--- config.mk ---
export PLATFORM = sky130hd
export DESIGN_NAME = versatile_interface_adapter
export DESIGN_NICKNAME = d
export VERILOG_FILES = /design/src/via_pkg.sv /design/src/via_ctrl.sv /design/src/via_dp.sv /design/src/versatile_interface_adapter.sv
export SDC_FILE = /design/constraint.sdc
export NUM_CORES = 1
export LEC_CHECK = 0
export CAP_MARGIN = 20
export CORE_ASPECT_RATIO = 2
export CORE_MARGIN = 10
export CORE_UTILIZATION = 25
export DETAILED_ROUTE_END_ITERATION = 7
export DONT_BUFFER_PORTS = 1
export PLACE_DENSITY = 0.35
export SETUP_SLACK_MARGIN = 0.3
export SLEW_MARGIN = 20
export SYNTH_ARGS = -nofsm -noshare
export SYNTH_HDL_FRONTEND = slang
export SYNTH_SLANG_ARGS = --single-unit
--- constraint.sdc ---
create_clock -name i_clk -period 4.3 [get_ports i_clk]
set_clock_uncertainty 0.2 [all_clocks]
set_input_delay 0.645 -clock i_clk [delete_from_list [all_inputs] [get_ports i_clk]]
set_output_delay 0.645 -clock i_clk [all_outputs]
set_load 0.03 [all_outputs]
--- src/via_pkg.sv ---
// ============================================================================
// via_pkg
// Shared types and codes for the versatile interface adapter.
// ============================================================================
package via_pkg;

    // Item commands
    localparam logic [2:0] CMD_TICK  = 3'd0;
    localparam logic [2:0] CMD_READ  = 3'd1;
    localparam logic [2:0] CMD_WRITE = 3'd2;
    localparam logic [2:0] CMD_LINE  = 3'd3;
    localparam logic [2:0] CMD_PORTB = 3'd4;

    // Register offsets
    localparam logic [3:0] REG_ORB  = 4'd0;
    localparam logic [3:0] REG_ORA  = 4'd1;
    localparam logic [3:0] REG_DDRB = 4'd2;
    localparam logic [3:0] REG_DDRA = 4'd3;
    localparam logic [3:0] REG_T1CL = 4'd4;
    localparam logic [3:0] REG_T1CH = 4'd5;
    localparam logic [3:0] REG_T1LL = 4'd6;
    localparam logic [3:0] REG_T1LH = 4'd7;
    localparam logic [3:0] REG_T2CL = 4'd8;
    localparam logic [3:0] REG_T2CH = 4'd9;
    localparam logic [3:0] REG_SR   = 4'd10;
    localparam logic [3:0] REG_ACR  = 4'd11;
    localparam logic [3:0] REG_PCR  = 4'd12;
    localparam logic [3:0] REG_IFR  = 4'd13;
    localparam logic [3:0] REG_IER  = 4'd14;

    // Interrupt flag bits
    localparam logic [7:0] IRQ_CA2 = 8'h01;
    localparam logic [7:0] IRQ_CA1 = 8'h02;
    localparam logic [7:0] IRQ_SR  = 8'h04;
    localparam logic [7:0] IRQ_CB2 = 8'h08;
    localparam logic [7:0] IRQ_CB1 = 8'h10;
    localparam logic [7:0] IRQ_T2  = 8'h20;
    localparam logic [7:0] IRQ_T1  = 8'h40;

    typedef struct packed {
        logic [2:0] command;
        logic [7:0] cycles;
        logic [3:0] reg_addr;
        logic [7:0] write_data;
        logic [1:0] line_select;
        logic [2:0] bit_index;
    } t_in_item;

    typedef struct packed {
        logic [7:0] read_data;
        logic       irq_request;
        logic       irq_pending;
        logic       ca2_level;
        logic       cb2_level;
        logic [7:0] port_a_out;
        logic [7:0] port_b_out;
        logic       port_b_written;
    } t_out_item;

    // Datapath operations issued by the controller
    typedef enum logic [2:0] {
        OP_NONE,
        OP_LATCH,
        OP_EXEC,
        OP_TICK,
        OP_T1_STEP,
        OP_T2
    } t_op;

    typedef struct packed {
        t_op op;
    } t_ctl;

    typedef struct packed {
        logic t1_free;
        logic t1_more;
    } t_sts;

endpackage

--- src/via_ctrl.sv ---
// ============================================================================
// via_ctrl
// Sequencer: latches a transaction, walks the tick phases, strobes result.
// ============================================================================
module via_ctrl (
    input  logic                i_clk,
    input  logic                i_rst_n,
    input  logic                start,
    input  logic [2:0]          i_command,
    input  via_pkg::t_sts       i_sts,
    output via_pkg::t_ctl       o_ctl,
    output logic                busy,
    output logic                o_strobe
);

    typedef enum logic [2:0] {
        S_IDLE,
        S_EXEC,
        S_TICK,
        S_T1,
        S_T2,
        S_DONE
    } t_state;

    t_state r_state, n_state;
    logic   r_busy, r_strobe;

    // next state
    always_comb begin
        n_state = r_state;
        unique case (r_state)
            S_IDLE: begin
                if (start) begin
                    n_state = (i_command == via_pkg::CMD_TICK) ? S_TICK : S_EXEC;
                end
            end
            S_EXEC: n_state = S_DONE;
            S_TICK: n_state = i_sts.t1_free ? S_T1 : S_T2;
            S_T1: begin
                if (!i_sts.t1_more) begin
                    n_state = S_T2;
                end
            end
            S_T2:   n_state = S_DONE;
            S_DONE: n_state = S_IDLE;
            default: n_state = S_IDLE;
        endcase
    end

    // datapath command
    always_comb begin
        unique case (r_state)
            S_IDLE:  o_ctl.op = start ? via_pkg::OP_LATCH : via_pkg::OP_NONE;
            S_EXEC:  o_ctl.op = via_pkg::OP_EXEC;
            S_TICK:  o_ctl.op = via_pkg::OP_TICK;
            S_T1:    o_ctl.op = via_pkg::OP_T1_STEP;
            S_T2:    o_ctl.op = via_pkg::OP_T2;
            default: o_ctl.op = via_pkg::OP_NONE;
        endcase
    end

    // state and registered outputs
    always_ff @(posedge i_clk) begin
        if (!i_rst_n) begin
            r_state  <= S_IDLE;
            r_busy   <= 1'b0;
            r_strobe <= 1'b0;
        end else begin
            r_state  <= n_state;
            r_busy   <= (n_state != S_IDLE);
            r_strobe <= (n_state == S_DONE);
        end
    end

    assign busy     = r_busy;
    assign o_strobe = r_strobe;

`ifndef SYNTHESIS
    // accepted transaction makes the block busy
    a_accept_busy: assert property (@(posedge i_clk) disable iff (!i_rst_n)
        (start && !busy) |=> busy)
        else $error("busy not raised after accept");
    // result strobe lasts one cycle
    a_strobe_one: assert property (@(posedge i_clk) disable iff (!i_rst_n)
        o_strobe |=> !o_strobe)
        else $error("result strobe longer than one cycle");
    // block goes idle right after the result
    a_strobe_idle: assert property (@(posedge i_clk) disable iff (!i_rst_n)
        o_strobe |=> !busy)
        else $error("busy after result");
    // strobe only while busy
    a_strobe_busy: assert property (@(posedge i_clk) disable iff (!i_rst_n)
        o_strobe |-> busy)
        else $error("strobe while idle");
`endif

endmodule

--- src/via_dp.sv ---
// ============================================================================
// via_dp
// Register file, timers, control lines and interrupt logic.
// ============================================================================
module via_dp (
    input  logic                i_clk,
    input  logic                i_rst_n,
    input  via_pkg::t_in_item   i_item,
    input  via_pkg::t_ctl       i_ctl,
    output via_pkg::t_sts       o_sts,
    output via_pkg::t_out_item  o_result
);

    via_pkg::t_in_item r_in, n_in;
    logic [7:0]  r_out_a, n_out_a, r_out_b, n_out_b;
    logic [7:0]  r_dir_a, n_dir_a, r_dir_b, n_dir_b, r_in_b, n_in_b;
    logic [15:0] r_t1_latch, n_t1_latch, r_t1_count, n_t1_count;
    logic [15:0] r_t2_latch, n_t2_latch, r_t2_count, n_t2_count;
    logic        r_t1_run, n_t1_run, r_t1_rld, n_t1_rld;
    logic        r_t2_run, n_t2_run, r_t2_rld, n_t2_rld;
    logic [7:0]  r_sr, n_sr, r_acr, n_acr, r_pcr, n_pcr, r_ifr, n_ifr;
    logic [6:0]  r_ier, n_ier;
    logic [3:0]  r_lines, n_lines;
    logic [1:0]  r_pulse, n_pulse;
    logic [7:0]  r_todo, n_todo;
    logic [7:0]  r_rd, n_rd;
    logic        r_hit, n_hit, r_wrote, n_wrote;

    // set flags, raise bit 7 when any enabled flag is set
    function automatic logic [7:0] f_set(logic [7:0] flags, logic [7:0] bits,
                                         logic [6:0] ie);
        logic [7:0] f;
        f = flags | bits;
        if (|(f[6:0] & ie)) f[7] = 1'b1;
        return f;
    endfunction

    // clear flags, drop bit 7 when no enabled flag remains
    function automatic logic [7:0] f_clr(logic [7:0] flags, logic [7:0] bits,
                                         logic [6:0] ie);
        logic [7:0] f;
        f = flags & ~bits;
        if (!(|(f[6:0] & ie))) f[7] = 1'b0;
        return f;
    endfunction

    logic        v_pa_do, v_pa_side;
    logic [2:0]  v_mode;
    logic [1:0]  v_sel;
    logic        v_lvl, v_side, v_pos_edge;
    logic [7:0]  v_t, v_t2_todo, v_mask;
    logic        v_t1_over;

    assign v_t1_over = ({8'd0, r_todo} > r_t1_count);
    assign v_t       = r_todo - r_t1_count[7:0] - 8'd1;

    assign o_sts.t1_free = r_acr[6] && (r_in.cycles != 8'd0);
    assign o_sts.t1_more = v_t1_over && (v_t != 8'd0);

    always_comb begin
        n_in = r_in;       n_out_a = r_out_a;   n_out_b = r_out_b;
        n_dir_a = r_dir_a; n_dir_b = r_dir_b;   n_in_b = r_in_b;
        n_t1_latch = r_t1_latch; n_t1_count = r_t1_count;
        n_t2_latch = r_t2_latch; n_t2_count = r_t2_count;
        n_t1_run = r_t1_run; n_t1_rld = r_t1_rld;
        n_t2_run = r_t2_run; n_t2_rld = r_t2_rld;
        n_sr = r_sr; n_acr = r_acr; n_pcr = r_pcr; n_ifr = r_ifr; n_ier = r_ier;
        n_lines = r_lines; n_pulse = r_pulse; n_todo = r_todo;
        n_rd = r_rd; n_hit = r_hit; n_wrote = r_wrote;
        v_pa_do = 1'b0; v_pa_side = 1'b0; v_mode = 3'd0; v_sel = 2'd0;
        v_lvl = r_in.write_data[0]; v_side = r_in.line_select[1];
        v_pos_edge = 1'b0; v_t2_todo = 8'd0; v_mask = 8'd0;

        unique case (i_ctl.op)
            // capture the transaction, clear per-item results
            via_pkg::OP_LATCH: begin
                n_in = i_item; n_rd = 8'd0; n_hit = 1'b0; n_wrote = 1'b0;
            end

            // register access, line change, port B input
            via_pkg::OP_EXEC: begin
                unique case (r_in.command)
                    via_pkg::CMD_READ: begin
                        unique case (r_in.reg_addr)
                            via_pkg::REG_ORB: begin
                                n_rd = (r_out_b & r_dir_b) | (r_in_b & ~r_dir_b);
                                v_pa_do = 1'b1; v_pa_side = 1'b1;
                            end
                            via_pkg::REG_ORA: begin
                                n_rd = r_out_a & r_dir_a; v_pa_do = 1'b1;
                            end
                            via_pkg::REG_DDRB: n_rd = r_dir_b;
                            via_pkg::REG_DDRA: n_rd = r_dir_a;
                            via_pkg::REG_T1CL: begin
                                n_rd = r_t1_count[7:0];
                                n_ifr = f_clr(r_ifr, via_pkg::IRQ_T1, r_ier);
                            end
                            via_pkg::REG_T1CH: n_rd = r_t1_count[15:8];
                            via_pkg::REG_T1LL: n_rd = r_t1_latch[7:0];
                            via_pkg::REG_T1LH: n_rd = r_t1_latch[15:8];
                            via_pkg::REG_T2CL: begin
                                n_rd = r_t2_count[7:0];
                                n_ifr = f_clr(r_ifr, via_pkg::IRQ_T2, r_ier);
                            end
                            via_pkg::REG_T2CH: n_rd = r_t2_count[15:8];
                            via_pkg::REG_SR: begin
                                n_rd = r_sr;
                                n_ifr = f_clr(r_ifr, via_pkg::IRQ_SR, r_ier);
                            end
                            via_pkg::REG_ACR: n_rd = r_acr;
                            via_pkg::REG_PCR: n_rd = r_pcr;
                            via_pkg::REG_IFR: n_rd = r_ifr;
                            via_pkg::REG_IER: n_rd = {1'b1, r_ier};
                            default:          n_rd = r_out_a & r_dir_a;
                        endcase
                    end
                    via_pkg::CMD_WRITE: begin
                        n_wrote = (r_in.reg_addr == via_pkg::REG_ORB);
                        unique case (r_in.reg_addr)
                            via_pkg::REG_ORB: begin
                                n_out_b = r_in.write_data;
                                v_pa_do = 1'b1; v_pa_side = 1'b1;
                            end
                            via_pkg::REG_ORA: begin
                                n_out_a = r_in.write_data; v_pa_do = 1'b1;
                            end
                            via_pkg::REG_DDRB: n_dir_b = r_in.write_data;
                            via_pkg::REG_DDRA: n_dir_a = r_in.write_data;
                            via_pkg::REG_T1CL, via_pkg::REG_T1LL:
                                n_t1_latch[7:0] = r_in.write_data;
                            via_pkg::REG_T1CH: begin
                                n_t1_latch[15:8] = r_in.write_data;
                                n_t1_count = {r_in.write_data, r_t1_latch[7:0]};
                                n_t1_rld = 1'b1; n_t1_run = 1'b1;
                                n_ifr = f_clr(r_ifr, via_pkg::IRQ_T1, r_ier);
                                if (r_acr[7:6] == 2'b10) n_out_b[7] = 1'b0;
                            end
                            via_pkg::REG_T1LH: begin
                                n_t1_latch[15:8] = r_in.write_data;
                                n_ifr = f_clr(r_ifr, via_pkg::IRQ_T1, r_ier);
                            end
                            via_pkg::REG_T2CL: n_t2_latch[7:0] = r_in.write_data;
                            via_pkg::REG_T2CH: begin
                                n_t2_latch[15:8] = r_in.write_data;
                                n_t2_count = {r_in.write_data, r_t2_latch[7:0]};
                                n_t2_run = 1'b1; n_t2_rld = 1'b1;
                                n_ifr = f_clr(r_ifr, via_pkg::IRQ_T2, r_ier);
                            end
                            via_pkg::REG_SR: begin
                                n_sr = r_in.write_data;
                                n_ifr = f_clr(r_ifr, via_pkg::IRQ_SR, r_ier);
                            end
                            via_pkg::REG_ACR: n_acr = r_in.write_data;
                            via_pkg::REG_PCR: begin
                                n_pcr = r_in.write_data;
                                if (r_in.write_data[3:2] == 2'b11)
                                    n_lines[1] = r_in.write_data[1];
                                if (r_in.write_data[7:6] == 2'b11)
                                    n_lines[3] = r_in.write_data[5];
                            end
                            via_pkg::REG_IFR: begin
                                n_ifr = {1'b0, r_ifr[6:0] & ~r_in.write_data[6:0]};
                                if (|(n_ifr[6:0] & r_ier)) n_ifr[7] = 1'b1;
                            end
                            via_pkg::REG_IER: begin
                                if (r_in.write_data[7])
                                    n_ier = r_ier | r_in.write_data[6:0];
                                else
                                    n_ier = r_ier & ~r_in.write_data[6:0];
                                n_ifr[7] = |(r_ifr[6:0] & n_ier);
                            end
                            default: n_out_a = r_in.write_data;
                        endcase
                    end
                    via_pkg::CMD_LINE: begin
                        v_mode = v_side ? r_pcr[7:5] : r_pcr[3:1];
                        v_pos_edge = v_side ? r_pcr[4] : r_pcr[0];
                        v_sel = v_side ? r_pcr[7:6] : r_pcr[3:2];
                        if (!r_in.line_select[0]) begin
                            // CA1 / CB1: active edge sets flag, may end handshake
                            if (r_lines[{v_side, 1'b0}] != v_lvl) begin
                                n_lines[{v_side, 1'b0}] = v_lvl;
                                if (v_lvl == v_pos_edge) begin
                                    v_mask = v_side ? via_pkg::IRQ_CB1 : via_pkg::IRQ_CA1;
                                    n_ifr = f_set(r_ifr, v_mask, r_ier);
                                    n_hit = |(v_mask[6:0] & r_ier);
                                    if (v_lvl && !r_lines[{v_side, 1'b1}]
                                        && v_mode == 3'b100)
                                        n_lines[{v_side, 1'b1}] = 1'b1;
                                end
                            end
                        end else begin
                            // CA2 / CB2 input edge
                            if (r_lines[{v_side, 1'b1}] != v_lvl) begin
                                n_lines[{v_side, 1'b1}] = v_lvl;
                                if ((v_lvl && v_sel == 2'b01) ||
                                    (!v_lvl && v_sel == 2'b00)) begin
                                    v_mask = v_side ? via_pkg::IRQ_CB2 : via_pkg::IRQ_CA2;
                                    n_ifr = f_set(r_ifr, v_mask, r_ier);
                                    n_hit = |(v_mask[6:0] & r_ier);
                                end
                            end
                        end
                    end
                    via_pkg::CMD_PORTB: n_in_b[r_in.bit_index] = r_in.write_data[0];
                    default: ;
                endcase

                // side effects of an ORA / ORB access
                if (v_pa_do) begin
                    v_mode = v_pa_side ? r_pcr[7:5] : r_pcr[3:1];
                    n_ifr = f_clr(n_ifr, v_pa_side ? via_pkg::IRQ_CB1 : via_pkg::IRQ_CA1,
                                  r_ier);
                    if (v_mode == 3'b000 || v_mode == 3'b010) begin
                        n_ifr = f_clr(n_ifr,
                                      v_pa_side ? via_pkg::IRQ_CB2 : via_pkg::IRQ_CA2,
                                      r_ier);
                    end else if (v_mode == 3'b100) begin
                        n_lines[{v_pa_side, 1'b1}] = 1'b0;
                    end else if (v_mode == 3'b101) begin
                        n_lines[{v_pa_side, 1'b1}] = 1'b0;
                        n_pulse[v_pa_side] = 1'b1;
                    end
                end
            end

            // tick: end pulses, one-shot timer 1 or free-run setup
            via_pkg::OP_TICK: begin
                if (r_in.cycles != 8'd0) begin
                    if (r_pulse[0]) n_lines[1] = 1'b1;
                    if (r_pulse[1]) n_lines[3] = 1'b1;
                    n_pulse = 2'b00;
                    if (!r_acr[6]) begin
                        if (r_t1_run && ({8'd0, r_in.cycles} > r_t1_count)) begin
                            n_ifr = f_set(r_ifr, via_pkg::IRQ_T1, r_ier);
                            n_hit = r_hit | r_ier[6];
                            if (r_acr[7]) n_out_b[7] = 1'b1;
                            n_t1_run = 1'b0;
                        end
                        n_t1_count = r_t1_count - {8'd0, r_in.cycles};
                    end else begin
                        n_todo = r_in.cycles;
                        if (r_t1_rld) begin
                            n_todo = r_in.cycles - 8'd1;
                            n_t1_count = r_t1_latch;
                            n_t1_rld = 1'b0;
                        end
                    end
                end
            end

            // one underflow of free-running timer 1, or the final count down
            via_pkg::OP_T1_STEP: begin
                if (v_t1_over) begin
                    n_ifr = f_set(r_ifr, via_pkg::IRQ_T1, r_ier);
                    n_hit = r_hit | r_ier[6];
                    if (r_acr[7]) n_out_b[7] = ~r_out_b[7];
                    n_t1_count = 16'hffff;
                    n_todo = v_t;
                    if (v_t == 8'd0) begin
                        n_t1_rld = 1'b1;
                    end else begin
                        n_todo = v_t - 8'd1;
                        n_t1_count = r_t1_latch;
                    end
                end else begin
                    n_t1_count = r_t1_count - {8'd0, r_todo};
                end
            end

            // timer 2 one-shot
            via_pkg::OP_T2: begin
                if (r_in.cycles != 8'd0 && !r_acr[5]) begin
                    v_t2_todo = r_in.cycles - {7'd0, r_t2_rld};
                    n_t2_rld = 1'b0;
                    if (r_t2_run && ({8'd0, v_t2_todo} > r_t2_count)) begin
                        n_ifr = f_set(r_ifr, via_pkg::IRQ_T2, r_ier);
                        n_hit = r_hit | r_ier[5];
                        n_t2_run = 1'b0;
                    end
                    n_t2_count = r_t2_count - {8'd0, v_t2_todo};
                end
            end

            default: ;
        endcase
    end

    // payload registers
    always_ff @(posedge i_clk) begin
        r_in   <= n_in;
        r_todo <= n_todo;
    end

    // architectural state
    always_ff @(posedge i_clk) begin
        if (!i_rst_n) begin
            r_out_a <= '0; r_out_b <= '0; r_dir_a <= '0; r_dir_b <= '0; r_in_b <= '0;
            r_t1_latch <= '0; r_t1_count <= '0; r_t1_run <= 1'b0; r_t1_rld <= 1'b0;
            r_t2_latch <= '0; r_t2_count <= '0; r_t2_run <= 1'b0; r_t2_rld <= 1'b0;
            r_sr <= '0; r_acr <= '0; r_pcr <= '0; r_ifr <= '0; r_ier <= '0;
            r_lines <= '0; r_pulse <= '0;
            r_rd <= '0; r_hit <= 1'b0; r_wrote <= 1'b0;
        end else begin
            r_out_a <= n_out_a; r_out_b <= n_out_b; r_dir_a <= n_dir_a;
            r_dir_b <= n_dir_b; r_in_b <= n_in_b;
            r_t1_latch <= n_t1_latch; r_t1_count <= n_t1_count;
            r_t1_run <= n_t1_run; r_t1_rld <= n_t1_rld;
            r_t2_latch <= n_t2_latch; r_t2_count <= n_t2_count;
            r_t2_run <= n_t2_run; r_t2_rld <= n_t2_rld;
            r_sr <= n_sr; r_acr <= n_acr; r_pcr <= n_pcr; r_ifr <= n_ifr;
            r_ier <= n_ier; r_lines <= n_lines; r_pulse <= n_pulse;
            r_rd <= n_rd; r_hit <= n_hit; r_wrote <= n_wrote;
        end
    end

    // result
    assign o_result.read_data      = r_rd;
    assign o_result.irq_request    = r_hit;
    assign o_result.irq_pending    = r_ifr[7];
    assign o_result.ca2_level      = r_lines[1];
    assign o_result.cb2_level      = r_lines[3];
    assign o_result.port_a_out     = r_out_a;
    assign o_result.port_b_out     = r_out_b;
    assign o_result.port_b_written = r_wrote;

`ifndef SYNTHESIS
    // bit 7 of IFR always mirrors the enabled flags
    a_ifr7: assert property (@(posedge i_clk) disable iff (!i_rst_n)
        r_ifr[7] == |(r_ifr[6:0] & r_ier))
        else $error("IFR bit 7 out of step with enabled flags");
    // a raised request implies a pending interrupt
    a_hit_pending: assert property (@(posedge i_clk) disable iff (!i_rst_n)
        r_hit |-> r_ifr[7])
        else $error("irq request without pending interrupt");
    // timer 1 loop hands over to timer 2 once no work is left
    a_t1_step: assert property (@(posedge i_clk) disable iff (!i_rst_n)
        (i_ctl.op == via_pkg::OP_T1_STEP && !o_sts.t1_more)
        |=> (i_ctl.op == via_pkg::OP_T2))
        else $error("timer 1 loop did not terminate");
`endif

endmodule

--- src/versatile_interface_adapter.sv ---
// ============================================================================
// versatile_interface_adapter
// 6522-style interface adapter: ports, timers, control lines, interrupts.
// ============================================================================
// A transaction is taken when start is high and busy is low; one result per
// transaction appears on o_result for one cycle with o_strobe, and the
// receiver has no way to hold it off. Reads, writes, line changes and port B
// input bits go through the execute and done states and raise the strobe in
// the done state. A tick with timer 1 in one-shot mode goes through the tick,
// timer 2 and done states. With timer 1 free-running, the controller walks
// the underflows one at a time through the timer 1 step logic: one step per
// underflow plus one for the final count down, which is left out when the
// tick ends exactly on an underflow; at worst (latch of zero, cycles field of
// 255) that is 128 steps. Start is taken again in the cycle after the strobe.
module versatile_interface_adapter (
    input  logic                i_clk,
    input  logic                i_rst_n,
    input  logic                start,
    input  via_pkg::t_in_item   i_item,
    output logic                busy,
    output logic                o_strobe,
    output via_pkg::t_out_item  o_result
);

    via_pkg::t_ctl w_ctl;
    via_pkg::t_sts w_sts;

    // sequencer
    via_ctrl u_ctrl (
        .i_clk     (i_clk),
        .i_rst_n   (i_rst_n),
        .start     (start),
        .i_command (i_item.command),
        .i_sts     (w_sts),
        .o_ctl     (w_ctl),
        .busy      (busy),
        .o_strobe  (o_strobe)
    );

    // registers and timers
    via_dp u_dp (
        .i_clk    (i_clk),
        .i_rst_n  (i_rst_n),
        .i_item   (i_item),
        .i_ctl    (w_ctl),
        .o_sts    (w_sts),
        .o_result (o_result)
    );

endmodule
==> metrics.txt <==
Max Root-Sink Buffers=2; Root Driver=clkbuf_16; Initial Util=25.21%; Die Area=0.05947 mm2; worst reg2reg path depth=12; Final setup viols=0; vias in the first global route=around 12000; largest cells by area after synthesis=dfxtp_1 (26%), edfxtp_1 (8.7%), nand2_1 (6.9%); I/O Buffers=0; synthesized area=0.01241 mm2; Yosys cell types=94; cell row count=between 100 and 150; worst path bufs/invs=1; commonest cells after routing, fill and taps aside=nand2_1 (229), dfxtp_1 (160), a21oi_1 (147); Residual DRC=0; yosys warns=0; Die H=~340 um; Switching Power=1.527 mW; Worst Max-Slew Pin Slew=0.9311 ns; storage element area=0.004284 mm2; CTS tree=done; Clock transition at path regs=about 0.08 ns; Worst Hold Path Cells=0; Post-CTS Hold Buffers=0; Post-Syn Area per Cell=~7.9 um2; placed cell area=0.01327 mm2; Pleak=4.849 nW; top cell type's share of synthesized area=25.82%; Clk network pwr share=37.7%; slowest CP cell=a311oi_1; CTS H-tree depth=4; Synth area leader=dfxtp_1; Inserted Clock Buffers=17; IO Pins=between 60 and 70; RD Place Congestion=around 0.9; crit path from=u_dp.r_in[17]; unrepaired setup endpoints after global routing=yes; CP Data Arrival Time=~4.0 ns; Total Wirelength=60990 um; CP Launch Type=flop; core box area=between 0.04 and 0.05 mm2; Mapped Cells=1565; critical path required time=4.43 ns; Top delay family on crit path=compound AO/OA/AOI/OAI gates; status=finished clean; sw frac=32.86%; R2R Setup Slk=about 0.48 ns; share of cells above drive strength 1=9.085%; Synth Flop Type=dfxtp_1; Vias/cell=around 5.6; Peak VDD IR=0.3289 mV; first-pass GRT wire length=87580 um; Async SR Flop Fraction=0%; CP cell instances=inv_1, ha_1, ha_1, fa_1, a211oi_1, o21bai_1, a21o_1, a311oi_1, nand2_1, or4_1, nand2_1, a21oi_1; Post-synth EDFFs=36; fraction of power consumed by sequential logic=44.7%; Slew headroom=37.80%; multi-input logic area=0.007471 mm2; worst skew pair latency=between 0.4 and 0.5 ns; Power Total=about 4.6 mW; antenna violations before repair=0; worst reg2reg endpoint=u_dp.r_t2_run; post-route ant nets=0; largest net degree at the start of global routing=about 90; via count=12340; # Max-Cap Violations=0; #FFs+latches synth=around 200; commonest non-fill, non-tap cell in the layout=nand2_1; Crit Path Class=flop to flop; drt pass-1 iters=5; Worst Setup End Kind=flop; CP peak stage delay=0.53 ns; Crit Path Max Fanout=4; Die W=177.5 um; Fin. Hold Viols=0; PwrDens=334.6 mW/mm2; Starting DRT DRC Count=~890; final instance area=0.01389 mm2; Net Count, Synth=1636; antenna cells=0; wire per inst=27.78 um; sequential area share after synthesis=34.53%; DPL Wire Length=47410 um; min Tclk post-route=3.819 ns; period utilisation layout=between 80 and 90%; Hold EP=u_dp.r_in[23]; Area Overhead vs Synth=11.96%; Comb pwr share=around 18%; total track usage=about a fifth; Clock Sinks=slightly below 200; TNS Setup=0 ns; Reg2Reg Launch Point=u_dp.r_in[17]; internal power=3.120 mW; worst hold path startpoint=i_item[23]; fin. max-slew vios=0; Hold Path Class=input pin to flop; Congestion Overflow GR=0; filler instances=5435; nets=1610; Max Fclk=0.2619 GHz
-- layer usage --
metal  vias up  share of wire [%]  global-route usage [%]
met5         -                  0                       0
met4         0                6.9                   12.98
met3       134                4.3                   3.096
met2       430                 54                   38.23
met1      6106                 34                   19.90
li1       5667                  -                       -
-- kinds of logic (layout without fill, tap and decap cells) --
family / Yosys count / count (layout) / synth area share (%)
mux: 52 / 52 / 4.498
simple gates: 602 / 602 / 23.33
compound gates: 470 / 470 / 25.01
xor+xnor: 42 / 42 / 2.965
flops: 196 / 196 / 34.53
buf+inv: 163 / 150 / 5.446
fa+ha+maj: 40 / 40 / 4.216
-- power groups by stage --
stage	sequential (mW)	combinational [mW]	clock [mW]
floorplan	2.03	0.550	0
global placement	2.12	0.820	0
detailed placement	2.12	0.816	0
CTS	2.08	0.820	1.81
global route	2.09	0.882	1.86
finish	2.08	0.817	1.75
-- synthesized netlist by cell type (10+ instances only) --
cell	instances
dfxtp_1	160
nand2b_1	16
nand3b_1	14
nand3_1	76
a21oi_1	147
nor2_1	125
a211oi_1	19
o211ai_1	21
nor3_1	41
xnor2_1	25
nor2b_1	21
edfxtp_1	36
nand2_1	229
a22oi_1	19
mux2i_1	40
buf_1	10
a31oi_1	38
ha_1	37
o21ai_0	77
a221oi_1	15
buf_2	14
xor2_1	17
mux2_2	10
o311ai_0	10
clkbuf_1	82
inv_1	44
-- sequential cells by signal, indices dropped and copies added (netlist names), 16 cells and up --
| name | cells |
|---|---|
| u_dp.r_t2_count | 16 |
| u_dp.r_t1_count | 16 |
| u_dp.r_t1_latch | 16 |
| u_dp.r_in | 28 |
-- how the worst max path moves through the flow --
stage | endpoint | slack [ns] | depth (start not counted)
floorplan | u_dp.r_hit | 0.88 | 14
global placement | u_dp.r_t2_run | 0.56 | 14
detailed placement | u_ctrl.busy | 0.50 | 12
CTS | u_dp.r_hit | 0.48 | 14
global route | u_dp.r_todo[5] | 0.27 | 12
finish | u_dp.r_t2_run | 0.48 | 12
-- area by class of cell --
| cell class | instances | share of cell area (%) |
|---|---|---|
| multi-input combinational | 1206 | 53.79 |
| sequential | 196 | 30.84 |
| tap | 643 | 5.792 |
| timing repair buffer | 71 | 3.928 |
| clock buffer | 18 | 3.090 |
| inverter | 47 | 1.288 |
| clock inverter | 14 | 1.270 |
-- worst register-to-register path: stages, from the launching register on --
cell	delay, ns
edfxtp_1	0.43
inv_1	0.11
ha_1	0.21
ha_1	0.34
fa_1	0.48
a211oi_1	0.28
o21bai_1	0.11
a21o_1	0.23
a311oi_1	0.53
nand2_1	0.13
or4_1	0.46
nand2_1	0.10
a21oi_1	0.06
-- stage by stage --
step                utilization, %  setup WS (ns)  std cells  hold WS [ns]
floorplan                        -         0.8755       1565        0.2316
global placement             26.97         0.5588       2163        0.2395
detailed placement           26.97         0.5023       2163        0.2482
CTS                          28.20         0.4781       2195       0.03204
global route                 28.23         0.2680       2195       0.04502
finish                       28.23         0.4814       2195       0.06010
-- repair_timing --
| item | in CTS | in global routing |
|---|---|---|
| buffers inserted | 0 | 0 |
| gates resized for setup | 0 | 2 |
| endpoints found under the setup margin | 0 | 3 |
Power figures use the tool's default switching activity.
